<file path="config.mk">
export PLATFORM = sky130hd
export DESIGN_NAME = goal_priority_arbiter_top
export DESIGN_NICKNAME = d
export VERILOG_FILES = /design/src/hw/rtl/gpa_pkg.sv /design/src/hw/rtl/gpa_queue.sv /design/src/hw/rtl/goal_priority_arbiter_top.sv
export SDC_FILE = /design/constraint.sdc
export NUM_CORES = 2
export LEC_CHECK = 0
export BUFFER_PORTS_ARGS = -buffer_cell sky130_fd_sc_hd__buf_2
export CAP_MARGIN = 20
export CORE_ASPECT_RATIO = 1.2
export CORE_MARGIN = 1.5
export CORE_UTILIZATION = 63
export DETAILED_ROUTE_END_ITERATION = 8
export GPL_TIMING_DRIVEN = 0
export PLACE_DENSITY = 0.91
export SLEW_MARGIN = 30
export SYNTH_ARGS = -nofsm -noshare
export SYNTH_HDL_FRONTEND = slang
export SYNTH_SLANG_ARGS = --single-unit
</file>
<file path="constraint.sdc">
create_clock -name clk_i -period 29.8 [get_ports clk_i]
set_input_delay 4.47 -clock clk_i [delete_from_list [all_inputs] [get_ports clk_i]]
set_output_delay 4.47 -clock clk_i [all_outputs]
set_load 0.1 [all_outputs]
</file>
<file path="src/hw/rtl/gpa_pkg.sv">
// Shared types and constants of the goal priority arbiter.
`default_nettype none

package gpa_pkg;

  // Field widths fixed by the word formats.
  localparam int unsigned PosW     = 24;
  localparam int unsigned TimeW    = 32;
  localparam int unsigned CfgDataW = 16;
  localparam int unsigned CfgIdxW  = 2;
  localparam int unsigned LimitW   = 5;
  localparam int unsigned LevelW   = 5;
  localparam int unsigned SqW      = 2 * PosW;
  localparam int unsigned ThrSqW   = 2 * CfgDataW;

  // Configuration register indexes.
  localparam logic [CfgIdxW-1:0] CFG_FOLLOW_TIMEOUT = 2'd0;
  localparam logic [CfgIdxW-1:0] CFG_QUEUE_LIMIT    = 2'd1;
  localparam logic [CfgIdxW-1:0] CFG_CHANGE_THRESH  = 2'd2;
  localparam logic [CfgIdxW-1:0] CFG_RESEND_IVAL    = 2'd3;

  // Configuration reset values; the threshold is held squared.
  localparam logic [CfgDataW-1:0] FollowTimeoutRst = 16'd2000;
  localparam logic [LimitW-1:0]   QueueLimitRst    = 5'd10;
  localparam logic [ThrSqW-1:0]   ThrSqRst         = 32'd10000;
  localparam logic [CfgDataW-1:0] ResendIvalRst    = 16'd3000;

  // Input operation codes; codes above the last one do nothing.
  typedef enum logic [2:0] {
    FUNC_PRIO       = 3'd0,
    FUNC_FOLLOW     = 3'd1,
    FUNC_TICK       = 3'd2,
    FUNC_NAV_RESP   = 3'd3,
    FUNC_NAV_RESULT = 3'd4
  } func_e;

  // Navigator codes that count as accepted or successful.
  localparam logic [1:0] NAV_ACCEPTED = 2'd0;
  localparam logic [1:0] NAV_SUCCESS  = 2'd0;

  // Goal kinds.
  localparam logic KIND_FOLLOW = 1'b0;
  localparam logic KIND_PRIO   = 1'b1;

  typedef enum logic [1:0] {
    MODE_FOLLOW = 2'd0,
    MODE_NAV    = 2'd1,
    MODE_IDLE   = 2'd2
  } mode_e;

  typedef enum logic [1:0] {
    CMD_NONE   = 2'd0,
    CMD_SEND   = 2'd1,
    CMD_CANCEL = 2'd2
  } cmd_e;

  typedef struct packed {
    logic signed [PosW-1:0] x;
    logic signed [PosW-1:0] y;
  } pos_t;

  typedef struct packed {
    logic [2:0]             func;
    logic signed [PosW-1:0] goal_x;
    logic signed [PosW-1:0] goal_y;
    logic [TimeW-1:0]       now_ms;
    logic [1:0]             nav_code;
  } in_t;

  typedef struct packed {
    cmd_e                   command;
    logic                   goal_kind;
    logic signed [PosW-1:0] target_x;
    logic signed [PosW-1:0] target_y;
    mode_e                  mode_now;
    logic [LevelW-1:0]      queue_level;
    logic                   dropped;
    logic                   last;
  } out_t;

endpackage

`default_nettype wire

</file>
<file path="src/hw/rtl/gpa_queue.sv">
// Storage of queued priority goals with a registered, write-first read port.
`default_nettype none

module gpa_queue #(
  parameter int unsigned DEPTH = 16,
  parameter int unsigned AW    = 4
) (
  input  wire logic          clk_i,
  input  wire logic          we_i,
  input  wire logic [AW-1:0] waddr_i,
  input  wire gpa_pkg::pos_t wdata_i,
  input  wire logic [AW-1:0] raddr_i,
  output gpa_pkg::pos_t      rdata_o
);

  gpa_pkg::pos_t mem_q [DEPTH];
  gpa_pkg::pos_t rdata_q;

  // Write port.
  always_ff @(posedge clk_i) begin
    if (we_i) begin
      mem_q[waddr_i] <= wdata_i;
    end
  end

  // Read port; a write to the read address in the same cycle is passed through.
  always_ff @(posedge clk_i) begin
    if (we_i && (waddr_i == raddr_i)) begin
      rdata_q <= wdata_i;
    end else begin
      rdata_q <= mem_q[raddr_i];
    end
  end

  assign rdata_o = rdata_q;

endmodule

`default_nettype wire

</file>
<file path="src/hw/rtl/goal_priority_arbiter_top.sv">
// An accepted word is held in the input register and processed from there; its first result
// is registered in the result buffer and offered from its front.
// Throughput: one word per cycle when each word gives one result and the output does not stall;
// a word that gives a cancel and a send holds the input while its two results go out one at a time.
// A tick that directly follows a word that moved the follow or sent position waits for the
// squared-distance registers to update. Reset clears all control state; queue entries need no clear.
`default_nettype none

module goal_priority_arbiter_top #(
  parameter int unsigned QUEUE_DEPTH = 16
) (
  input  wire logic                            clk_i,
  input  wire logic                            rst_ni,
  input  wire logic                            in_valid_i,
  output      logic                            in_stall_o,
  input  wire gpa_pkg::in_t                    in_data_i,
  output      logic                            out_valid_o,
  input  wire logic                            out_stall_i,
  output gpa_pkg::out_t                        out_data_o,
  input  wire logic                            cfg_we_i,
  input  wire logic [gpa_pkg::CfgIdxW-1:0]     cfg_idx_i,
  input  wire logic [gpa_pkg::CfgDataW-1:0]    cfg_wdata_i
);

  localparam int unsigned AW = (QUEUE_DEPTH > 1) ? $clog2(QUEUE_DEPTH) : 1;
  localparam int unsigned CW = $clog2(QUEUE_DEPTH + 1);
  localparam int unsigned LW = (CW > gpa_pkg::LimitW) ? CW : gpa_pkg::LimitW;
  localparam int unsigned SW = CW + 1;
  localparam int unsigned PW = gpa_pkg::PosW;

  // Input register.
  logic         in_valid_q;
  gpa_pkg::in_t in_q;

  // Configuration registers.
  logic [gpa_pkg::CfgDataW-1:0] timeout_q;
  logic [gpa_pkg::LimitW-1:0]   limit_q;
  logic [gpa_pkg::ThrSqW-1:0]   thr_sq_q;
  logic [gpa_pkg::CfgDataW-1:0] resend_q;

  // Arbiter state.
  gpa_pkg::mode_e          mode_q, mode_d;
  logic                    busy_q, busy_d;
  logic                    handle_q, handle_d;
  logic                    akind_q, akind_d;
  logic [AW-1:0]           head_q, head_d;
  logic [CW-1:0]           count_q, count_d;
  logic                    fseen_q, fseen_d;
  gpa_pkg::pos_t           fpos_q, fpos_d;
  logic [gpa_pkg::TimeW-1:0] fstamp_q, fstamp_d;
  gpa_pkg::pos_t           spos_q, spos_d;
  logic [gpa_pkg::TimeW-1:0] sstamp_q, sstamp_d;

  // Squared distance between the follow goal and the last sent goal.
  logic [gpa_pkg::SqW-1:0] dx2_q, dy2_q;
  logic                    pos_chg_q;
  logic signed [PW:0]      dxs, dys, dxn, dyn;
  logic [PW-1:0]           dxa, dya;

  // Result buffer.
  gpa_pkg::out_t res_q [2];
  logic [1:0]    ocnt_q;

  // Step outputs.
  logic          cancel_flag, send_flag, send_kind, drop, pos_upd, moved;
  gpa_pkg::pos_t send_pos;
  logic          q_we;
  logic [AW-1:0] q_waddr, q_raddr;
  gpa_pkg::pos_t q_wdata, q_rdata;
  gpa_pkg::out_t r0, r1;
  logic          two_res;

  // Handshake.
  logic pop, room, fire;

  assign pop         = out_valid_o && !out_stall_i;
  assign room        = (ocnt_q == 2'd0) || ((ocnt_q == 2'd1) && pop);
  assign fire        = in_valid_q && room &&
                       !((in_q.func == gpa_pkg::FUNC_TICK) && pos_chg_q);
  assign in_stall_o  = in_valid_q && !fire;
  assign out_valid_o = (ocnt_q != 2'd0);
  assign out_data_o  = res_q[0];

  // Input register.
  always_ff @(posedge clk_i or negedge rst_ni) begin
    if (!rst_ni) begin
      in_valid_q <= 1'b0;
    end else if (!in_stall_o) begin
      in_valid_q <= in_valid_i;
    end
  end

  always_ff @(posedge clk_i) begin
    if (in_valid_i && !in_stall_o) begin
      in_q <= in_data_i;
    end
  end

  // Configuration writes; the change threshold is stored squared.
  always_ff @(posedge clk_i or negedge rst_ni) begin
    if (!rst_ni) begin
      timeout_q <= gpa_pkg::FollowTimeoutRst;
      limit_q   <= gpa_pkg::QueueLimitRst;
      thr_sq_q  <= gpa_pkg::ThrSqRst;
      resend_q  <= gpa_pkg::ResendIvalRst;
    end else if (cfg_we_i) begin
      unique case (cfg_idx_i)
        gpa_pkg::CFG_FOLLOW_TIMEOUT: timeout_q <= cfg_wdata_i;
        gpa_pkg::CFG_QUEUE_LIMIT:    limit_q   <= cfg_wdata_i[gpa_pkg::LimitW-1:0];
        gpa_pkg::CFG_CHANGE_THRESH:  thr_sq_q  <= {16'b0, cfg_wdata_i} * {16'b0, cfg_wdata_i};
        gpa_pkg::CFG_RESEND_IVAL:    resend_q  <= cfg_wdata_i;
        default: ;
      endcase
    end
  end

  // Absolute coordinate differences of the stored positions.
  always_comb begin
    dxs = {fpos_q.x[PW-1], fpos_q.x} - {spos_q.x[PW-1], spos_q.x};
    dys = {fpos_q.y[PW-1], fpos_q.y} - {spos_q.y[PW-1], spos_q.y};
    dxn = -dxs;
    dyn = -dys;
    dxa = dxs[PW] ? dxn[PW-1:0] : dxs[PW-1:0];
    dya = dys[PW] ? dyn[PW-1:0] : dys[PW-1:0];
  end

  // Squares are registered from the settled positions.
  always_ff @(posedge clk_i) begin
    dx2_q <= {{PW{1'b0}}, dxa} * {{PW{1'b0}}, dxa};
    dy2_q <= {{PW{1'b0}}, dya} * {{PW{1'b0}}, dya};
  end

  assign moved = ({1'b0, dx2_q} + {1'b0, dy2_q}) >
                 {{(gpa_pkg::SqW + 1 - gpa_pkg::ThrSqW){1'b0}}, thr_sq_q};

  // Queue storage, read ahead at the head the next word will see.
  assign q_raddr = fire ? head_d : head_q;
  assign q_wdata = '{x: in_q.goal_x, y: in_q.goal_y};

  gpa_queue #(
    .DEPTH(QUEUE_DEPTH),
    .AW   (AW)
  ) u_queue (
    .clk_i  (clk_i),
    .we_i   (fire && q_we),
    .waddr_i(q_waddr),
    .wdata_i(q_wdata),
    .raddr_i(q_raddr),
    .rdata_o(q_rdata)
  );

  // One step of the arbiter for the word in the input register.
  always_comb begin : step_comb
    logic                      follow_ok;
    logic                      prio_pop;
    logic [gpa_pkg::TimeW-1:0] age_f, age_s;
    logic [LW-1:0]             lim;
    logic [AW-1:0]             head_inc, head_t;
    logic [CW-1:0]             cnt_t;
    logic [SW-1:0]             slot_sum;

    mode_d      = mode_q;
    busy_d      = busy_q;
    handle_d    = handle_q;
    akind_d     = akind_q;
    head_d      = head_q;
    count_d     = count_q;
    fseen_d     = fseen_q;
    fpos_d      = fpos_q;
    fstamp_d    = fstamp_q;
    spos_d      = spos_q;
    sstamp_d    = sstamp_q;
    cancel_flag = 1'b0;
    send_flag   = 1'b0;
    send_kind   = gpa_pkg::KIND_FOLLOW;
    send_pos    = fpos_q;
    drop        = 1'b0;
    q_we        = 1'b0;
    prio_pop    = 1'b0;

    age_f     = in_q.now_ms - fstamp_q;
    age_s     = in_q.now_ms - sstamp_q;
    follow_ok = fseen_q && (age_f <= {16'b0, timeout_q});
    head_inc  = (head_q == AW'(QUEUE_DEPTH - 1)) ? '0 : head_q + AW'(1);

    // Queue limit clamped to at least one and at most the storage depth.
    lim = LW'(limit_q);
    if (lim == '0) begin
      lim = LW'(1);
    end
    if (lim > LW'(QUEUE_DEPTH)) begin
      lim = LW'(QUEUE_DEPTH);
    end

    // Slot after an optional drop of the oldest entry.
    head_t = head_q;
    cnt_t  = count_q;
    if ((LW'(count_q) >= lim) && (count_q != '0)) begin
      head_t = head_inc;
      cnt_t  = count_q - CW'(1);
    end
    slot_sum = SW'(head_t) + SW'(cnt_t);
    if (slot_sum >= SW'(QUEUE_DEPTH)) begin
      slot_sum = slot_sum - SW'(QUEUE_DEPTH);
    end
    q_waddr = slot_sum[AW-1:0];

    unique case (in_q.func)
      gpa_pkg::FUNC_PRIO: begin
        drop    = (cnt_t != count_q);
        q_we    = 1'b1;
        head_d  = head_t;
        count_d = cnt_t + CW'(1);
      end
      gpa_pkg::FUNC_FOLLOW: begin
        fpos_d   = q_wdata;
        fstamp_d = in_q.now_ms;
        fseen_d  = 1'b1;
      end
      gpa_pkg::FUNC_TICK: begin
        if (count_q != '0) begin
          // Queued goals take over the navigator.
          if (mode_q != gpa_pkg::MODE_NAV) begin
            mode_d      = gpa_pkg::MODE_NAV;
            cancel_flag = busy_q && handle_q;
          end
          prio_pop = !(busy_q && !cancel_flag);
        end else if (follow_ok) begin
          if (mode_q != gpa_pkg::MODE_FOLLOW) begin
            mode_d    = gpa_pkg::MODE_FOLLOW;
            sstamp_d  = in_q.now_ms;
            send_flag = 1'b1;
          end else if (!busy_q) begin
            if (moved) begin
              send_flag = 1'b1;
              sstamp_d  = in_q.now_ms;
            end
          end else if (age_s >= {16'b0, resend_q}) begin
            cancel_flag = moved && handle_q;
          end
        end else if (!(mode_q == gpa_pkg::MODE_NAV && busy_q)) begin
          if ((mode_q != gpa_pkg::MODE_IDLE) && !busy_q) begin
            mode_d = gpa_pkg::MODE_IDLE;
          end
        end
      end
      gpa_pkg::FUNC_NAV_RESP: begin
        if (in_q.nav_code == gpa_pkg::NAV_ACCEPTED) begin
          handle_d = 1'b1;
        end else begin
          busy_d = 1'b0;
        end
      end
      gpa_pkg::FUNC_NAV_RESULT: begin
        busy_d   = 1'b0;
        handle_d = 1'b0;
        if ((in_q.nav_code == gpa_pkg::NAV_SUCCESS) && (akind_q == gpa_pkg::KIND_PRIO)) begin
          if (count_q == '0) begin
            mode_d = gpa_pkg::MODE_FOLLOW;
          end else begin
            prio_pop = 1'b1;
          end
        end
      end
      default: ;
    endcase

    // The head goal of the queue is sent.
    if (prio_pop) begin
      head_d    = head_inc;
      count_d   = count_q - CW'(1);
      send_flag = 1'b1;
      send_kind = gpa_pkg::KIND_PRIO;
      send_pos  = q_rdata;
    end

    if (cancel_flag) begin
      busy_d   = 1'b0;
      handle_d = 1'b0;
    end
    if (send_flag) begin
      busy_d  = 1'b1;
      akind_d = send_kind;
      spos_d  = send_pos;
    end

    pos_upd = (in_q.func == gpa_pkg::FUNC_FOLLOW) || send_flag;
  end

  // Result words: a cancel comes before a send.
  always_comb begin
    two_res        = cancel_flag && send_flag;

    r0.command     = cancel_flag ? gpa_pkg::CMD_CANCEL :
                     send_flag   ? gpa_pkg::CMD_SEND   : gpa_pkg::CMD_NONE;
    r0.goal_kind   = (send_flag && !cancel_flag) ? send_kind : 1'b0;
    r0.target_x    = (send_flag && !cancel_flag) ? send_pos.x : '0;
    r0.target_y    = (send_flag && !cancel_flag) ? send_pos.y : '0;
    r0.mode_now    = mode_d;
    r0.queue_level = gpa_pkg::LevelW'(count_d);
    r0.dropped     = drop;
    r0.last        = !two_res;

    r1.command     = gpa_pkg::CMD_SEND;
    r1.goal_kind   = send_kind;
    r1.target_x    = send_pos.x;
    r1.target_y    = send_pos.y;
    r1.mode_now    = mode_d;
    r1.queue_level = gpa_pkg::LevelW'(count_d);
    r1.dropped     = drop;
    r1.last        = 1'b1;
  end

  // Arbiter state update.
  always_ff @(posedge clk_i or negedge rst_ni) begin
    if (!rst_ni) begin
      mode_q    <= gpa_pkg::MODE_FOLLOW;
      busy_q    <= 1'b0;
      handle_q  <= 1'b0;
      akind_q   <= gpa_pkg::KIND_FOLLOW;
      head_q    <= '0;
      count_q   <= '0;
      fseen_q   <= 1'b0;
      fpos_q    <= '0;
      fstamp_q  <= '0;
      spos_q    <= '0;
      sstamp_q  <= '0;
      pos_chg_q <= 1'b1;
    end else begin
      pos_chg_q <= fire && pos_upd;
      if (fire) begin
        mode_q   <= mode_d;
        busy_q   <= busy_d;
        handle_q <= handle_d;
        akind_q  <= akind_d;
        head_q   <= head_d;
        count_q  <= count_d;
        fseen_q  <= fseen_d;
        fpos_q   <= fpos_d;
        fstamp_q <= fstamp_d;
        spos_q   <= spos_d;
        sstamp_q <= sstamp_d;
      end
    end
  end

  // Result buffer of two words, drained from the front.
  always_ff @(posedge clk_i or negedge rst_ni) begin
    if (!rst_ni) begin
      ocnt_q <= 2'd0;
    end else if (fire) begin
      ocnt_q <= two_res ? 2'd2 : 2'd1;
    end else if (pop) begin
      ocnt_q <= ocnt_q - 2'd1;
    end
  end

  always_ff @(posedge clk_i) begin
    if (fire) begin
      res_q[0] <= r0;
      res_q[1] <= r1;
    end else if (pop) begin
      res_q[0] <= res_q[1];
    end
  end

endmodule

`default_nettype wire
</file>
* Yosys cells after proc, flatten, opt, wreduce, memory -nomap -nowiden
Memories as Yosys holds them, arrays and structs flattened. A register that Yosys moved wholly into a read port is not among the register bits.
Cells that the tools add are included.
** Word-level totals
- Memories kept :: 2
- Register bits :: 429
- Logic and storage cells :: 193
- RAM bits :: 888
- Input bits :: 108
- Output and inout bits :: 62
** Memory list
- u_queue.mem_q :: words 16, bits a word 48, rd ports 1, clocked after Yosys merged registers in 1, write ports 1, RTL line gpa_queue.sv:16 : gpa_pkg::pos_t mem_q [DEPTH];
- res_q :: words 2, bits a word 60, rd ports 2, clocked after Yosys merged registers in 0, write ports 2, RTL line goal_priority_arbiter_top.sv:61 : gpa_pkg::out_t res_q [2];
** Operators by class
- Reductions and logical operators :: 52
- $lt $le $gt $ge :: 6
- Bitwise operators :: 2
- Add/subtract/negate cells :: 13
- Mux-type cells :: 72
- $mul :: 3
- Equal/unequal tests :: 16
** Operators by type and width (count)
- $mul A24 B24 Y48 :: 2
- $mux W24 :: 4
- $mux W32 :: 3
- $sub A32 B32 Y32 :: 2
- $mux W60 :: 1
- $sub A24 B24 Y25 :: 2
- $add A48 B48 Y49 :: 1
- $gt A49 B32 Y1 :: 1
- $mux W48 :: 1
- $neg A24 Y24 :: 2
- $mux W1 :: 36
- $ge A32 B16 Y1 :: 1
- $le A32 B16 Y1 :: 1
- $mul A16 B16 Y32 :: 1
- $mux W5 :: 5
- $mux W2 :: 12
- $mux W4 :: 6
- $logic_and A1 B1 Y1 :: 19
- $reduce_and A2 Y1 :: 6
- $logic_not A5 Y1 :: 2
- $logic_not A1 Y1 :: 9
- $reduce_bool A2 Y1 :: 4
- $add A4 B5 Y6 :: 1
- $eq A2 B1 Y1 const B :: 3
- 30 further kinds :: 39

* Depth between registers and ports, before layout
- Depth in word-level cells :: 13
- Gate-level depth with buffers :: 47
- Mapped depth without buffers :: 44

* Cells and area by module
Synthesis repeated with hierarchy kept, for this count alone.
** Unflattened totals
- Cell total of the unflattened synthesis :: 8704
- Area, all modules :: 98627.1 um^2
** By module, submodules not included
- goal_priority_arbiter_top :: times used 1, cells each 7506, sequential area each 14154.8 um^2, area an instance 69817.0 um^2
- gpa_queue :: times used 1, cells each 1198, sequential area each 23142.2 um^2, area an instance 28810.1 um^2

* Worst setup path before layout
No wires, ideal clock.
- Path type :: input-to-reg
- Start :: input port cfg_wdata_i[2] in the netlist's numbering
- End :: register thr_sq_q[31] in the netlist's numbering
- Setup slack :: 19.111 ns
- Data arrival time :: 10.553 ns
- Required time :: 29.664 ns
- Buffers on the path :: 2
- Library setup time :: 0.136 ns
- Stages :: 26
- Cells stage by stage :: clkbuf_1 > clkbuf_1 > nand2_1 > fa_1 > fa_1 > fa_1 > inv_1 > fa_1 > inv_1 > fa_1 > fa_1 > inv_1 > ha_1 > a21oi_1 > nor2b_1 > o21ai_0 > nand2b_1 > a21oi_1 > o21ai_0 > o21ai_0 > or2_2 > a31oi_1 > or4_1 > a31oi_1 > xnor2_1 > o21ai_0
** Between the ends
- Word-level cells in the longest chain between the ends :: 1
** RTL lines
- start, declared :: RTL line goal_priority_arbiter_top.sv:22 : input wire logic [gpa_pkg::CfgDataW-1:0] cfg_wdata_i
- $mul A16 B16 Y32 :: RTL line goal_priority_arbiter_top.sv:110 : gpa_pkg::CFG_CHANGE_THRESH: thr_sq_q <= {16'b0, cfg_wdata_i} * {16'b0, cfg_wdata_i};
- end signal, assigned :: RTL line goal_priority_arbiter_top.sv:104 : thr_sq_q <= gpa_pkg::ThrSqRst;
- end signal, assigned :: RTL line goal_priority_arbiter_top.sv:110
- end, declared :: RTL line goal_priority_arbiter_top.sv:38 : logic [gpa_pkg::ThrSqW-1:0] thr_sq_q;
No other way between the ends.
A chain may end at the register's enable or synchronous reset.

* Worst setup path in the final report
- Start :: register fpos_q[0] in the netlist's numbering
- End :: register dy2_q[47] in the netlist's numbering
** Between the ends
- Word-level cells in the longest chain between the ends :: 4
** RTL lines
- start, declared :: RTL line goal_priority_arbiter_top.sv:49 : gpa_pkg::pos_t fpos_q, fpos_d;
- start signal, assigned :: RTL line goal_priority_arbiter_top.sv:339 : fpos_q <= fpos_d;
- $sub A24 B24 Y25 * :: RTL line goal_priority_arbiter_top.sv:120 : dys = {fpos_q.y[PW-1], fpos_q.y} - {spos_q.y[PW-1], spos_q.y};
- $neg A24 Y24 :: RTL line goal_priority_arbiter_top.sv:122 : dyn = -dys;
- $mux W24 * :: RTL line goal_priority_arbiter_top.sv:124 : dya = dys[PW] ? dyn[PW-1:0] : dys[PW-1:0];
- $mul A24 B24 Y48 * :: RTL line goal_priority_arbiter_top.sv:130 : dy2_q <= {{PW{1'b0}}, dya} * {{PW{1'b0}}, dya};
- end signal, assigned :: RTL line goal_priority_arbiter_top.sv:130
- end, declared :: RTL line goal_priority_arbiter_top.sv:55 : logic [gpa_pkg::SqW-1:0] dx2_q, dy2_q;
Every way passes the cells marked *; elsewhere a longest branch is shown, timed or not.

==> metrics.cfg <==
[drt]
first_iter_violations=9003
finalWirelength_um=316000
firstDrtPassIters=9
wire_per_inst_um=29.3
vias=71700
antenna_left=0
routed_via_density=6.65
remaining_drc_errors=127

[die]
core_um2=153000
ios=170
die_y_um=433
die-area_um2=157000
fp.dieW_um=362
start_util_pct=63.6
rows=157

[grt]
grt_max_degree=75
antenna_found_initial=37
grt_pass1_vias=75400
grt_pass1_wl_um=469000
grt_overflow=0
grtUsageTotal_pct=41.3

[final_layout]
stdcell_count=10800
fin_nets=10500
area_growth_pct=9.71
drive_gt1_share_pct=11.4

[clock_network]
tritoncts=done
hold_buffers=0
cts_buffers=118
htree_levels=3
cts_setup_buffers=0
worstSkewPairLatency_ns=0.86
cts.sinks=1315
clock_path_buffers=3
cts.clk_slew.worst_paths_ns=0.07
cts_root_buf=clkbuf_16
cts_resized=0

[timing]
fin_crit_ns=13.97
max_freq_ghz=0.0716
worst_pin_slew_ns=1.14
maxSlewViolCount=0
holdWs_ns=0.487
setup_viol_count_final=0
period_share_pct=46.9
finalHoldViolCount=0
setup-tns-final_ns=0
layout_setup_ws_ns=15.83
clock_skew_ns=0.110
rsz0062_at_grt=false
slew_headroom_pct=23.8

[hold_path]
hp-class=flip-flop to flip-flop

[run]
drv_cap=0

[logic_synthesis]
synth-seq-area-share_pct=38.4
synth_ff_type=edfxtp_1
synthesis.area_um2=97200
synth_fp_nets=10100
ys_ff_latch=1315
ys_top_cells_by_count=1525 x inv_1, 1013 x fa_1, 970 x edfxtp_1, 769 x nand2_1, 666 x ha_1
synth.most_common_cell=inv_1
synthTopCellsByArea=edfxtp_1 30%, fa_1 21%, ha_1 8.6%
netlist.top_cell.by_area=edfxtp_1
yosys_warnings=0
synthArstFlopShare_pct=18.8
yosysUniqueCellTypes=99
synth_top_area_share_pct=30.0
synthCells=8314
syn-mean-instance-area_um2=11.7
synth_edf_count=970

[placement]
dp.final_hpwl_um=222000
dp.cells=10500
gp_congestion=1.01
port_buffers=166
dp_slack_ns=16.28

[worst_setup_path]
path_class=flip-flop to flip-flop
slowest_stage=a2111oi_0
cpPeakStageDelay_ns=0.87
crit_path_start_kind=flip-flop
critical-path-top-delay-family=compound AO/OA/AOI/OAI gates
path_max_fanout=10
arrival_ns=14.66
worst_setup_path_end_kind=flip-flop
cp.required_ns=30.48
path_buf_inv=10
path_common_cell=fa_1

[outcome]
violations=design-rule violations
status=complete, but fails checks

kinds of logic (layout without fill, tap and decap cells):
group / Yosys count / in the layout / share of synthesized area (%)
AOI/OAI and AO/OA: 1017 / 1017 / 6.66
xor gates and xnor gates: 310 / 310 / 2.80
adders and majority gates: 1679 / 1679 / 29.4
buffers and inverters: 1795 / 2251 / 6.99
DFF: 1315 / 1315 / 38.4
muxes: 427 / 427 / 7.75
other: 0 / 21 / 0
and+or+nand+nor: 1771 / 1771 / 8.03
final cells by class:
| type | count | area, µm² |
|---|---|---|
| Antenna cell | 21 | 52.6 |
| Multi-Input combinational cell | 5204 | 53400 |
| Buffer | 255 | 1060 |
| Fill cell | 9865 | 46100 |
| Clock buffer | 162 | 3320 |
| Inverter | 1540 | 5780 |
| Clock inverter | 64 | 808 |
| Sequential cell | 1315 | 37300 |
| Tap cell | 1987 | 2490 |
| Timing Repair Buffer | 230 | 2450 |
tightest hold or removal path, stage by stage (launching register included):
cell and delay [ns]:
dfrtp_1 0.34, nand2_1 0.05, o21ai_0 0.06
sequential cells by signal, indices dropped and copies added, names as in the netlist, 4 cells and up, named ones only:
name,flops
limit_q,5
head_q,4
u_queue.mem_q,768
sstamp_q,32
dy2_q,47
timeout_q,16
fstamp_q,32
thr_sq_q,31
count_q,5
spos_q,48
in_q,85
fpos_q,48
res_q,117
resend_q,16
dx2_q,47
routing by layer:
metal	up-vias	part of all wire (%)	track usage, %
li1	28500	-	-
met1	35000	31	45.3
met2	6010	46	65.1
met3	2174	12	14.0
met4	34	10	34.2
met5	-	0.085	0.124
through the flow:
| step | util (%) | instance area, µm² |
|---|---|---|
| 2_1_floorplan | - | 97200 |
| 5_1_grt | 69.8 | 107000 |
| 6_report | 69.8 | 107000 |
| 4_1_cts | 69.7 | 107000 |
| 3_5_place_dp | 67.0 | 102000 |
| 3_3_place_gp | 65.8 | 101000 |
cell usage in the layout, fill, tap and decap left out, drive strengths merged, types with 64 or more instances in the layout:
master and count:
a21oi 265, a21o 113, and2 64, mux4 240
inv 1537, xor2 109, ha 666, dfrtp 226
clkbuf 392, nor2 526, xnor2 201, o21ai 283
edfxtp 970, dfxtp 98, nand2 769, fa 1013
mux2 178, buf 255
path summary, 6_finish.rpt:
kind | startpoint | endpoint | slack [ns] | cells after the start
worst min register to register | thr_sq_q[11] | thr_sq_q[11] | 0.49 | 2
worst min-delay path | thr_sq_q[11] | thr_sq_q[11] | 0.49 | 2
max in group asynchronous | rst_ni | fpos_q[2] | 24.99 | 3
worst max-delay path | fpos_q[0] | dy2_q[47] | 15.83 | 44
min in group asynchronous | rst_ni | sstamp_q[22] | 3.51 | 1
worst max register to register | fpos_q[0] | dy2_q[47] | 15.83 | 44
Power is not shown: default switching activity piles up to over one toggle a cycle in this logic, so the estimate is an artifact.
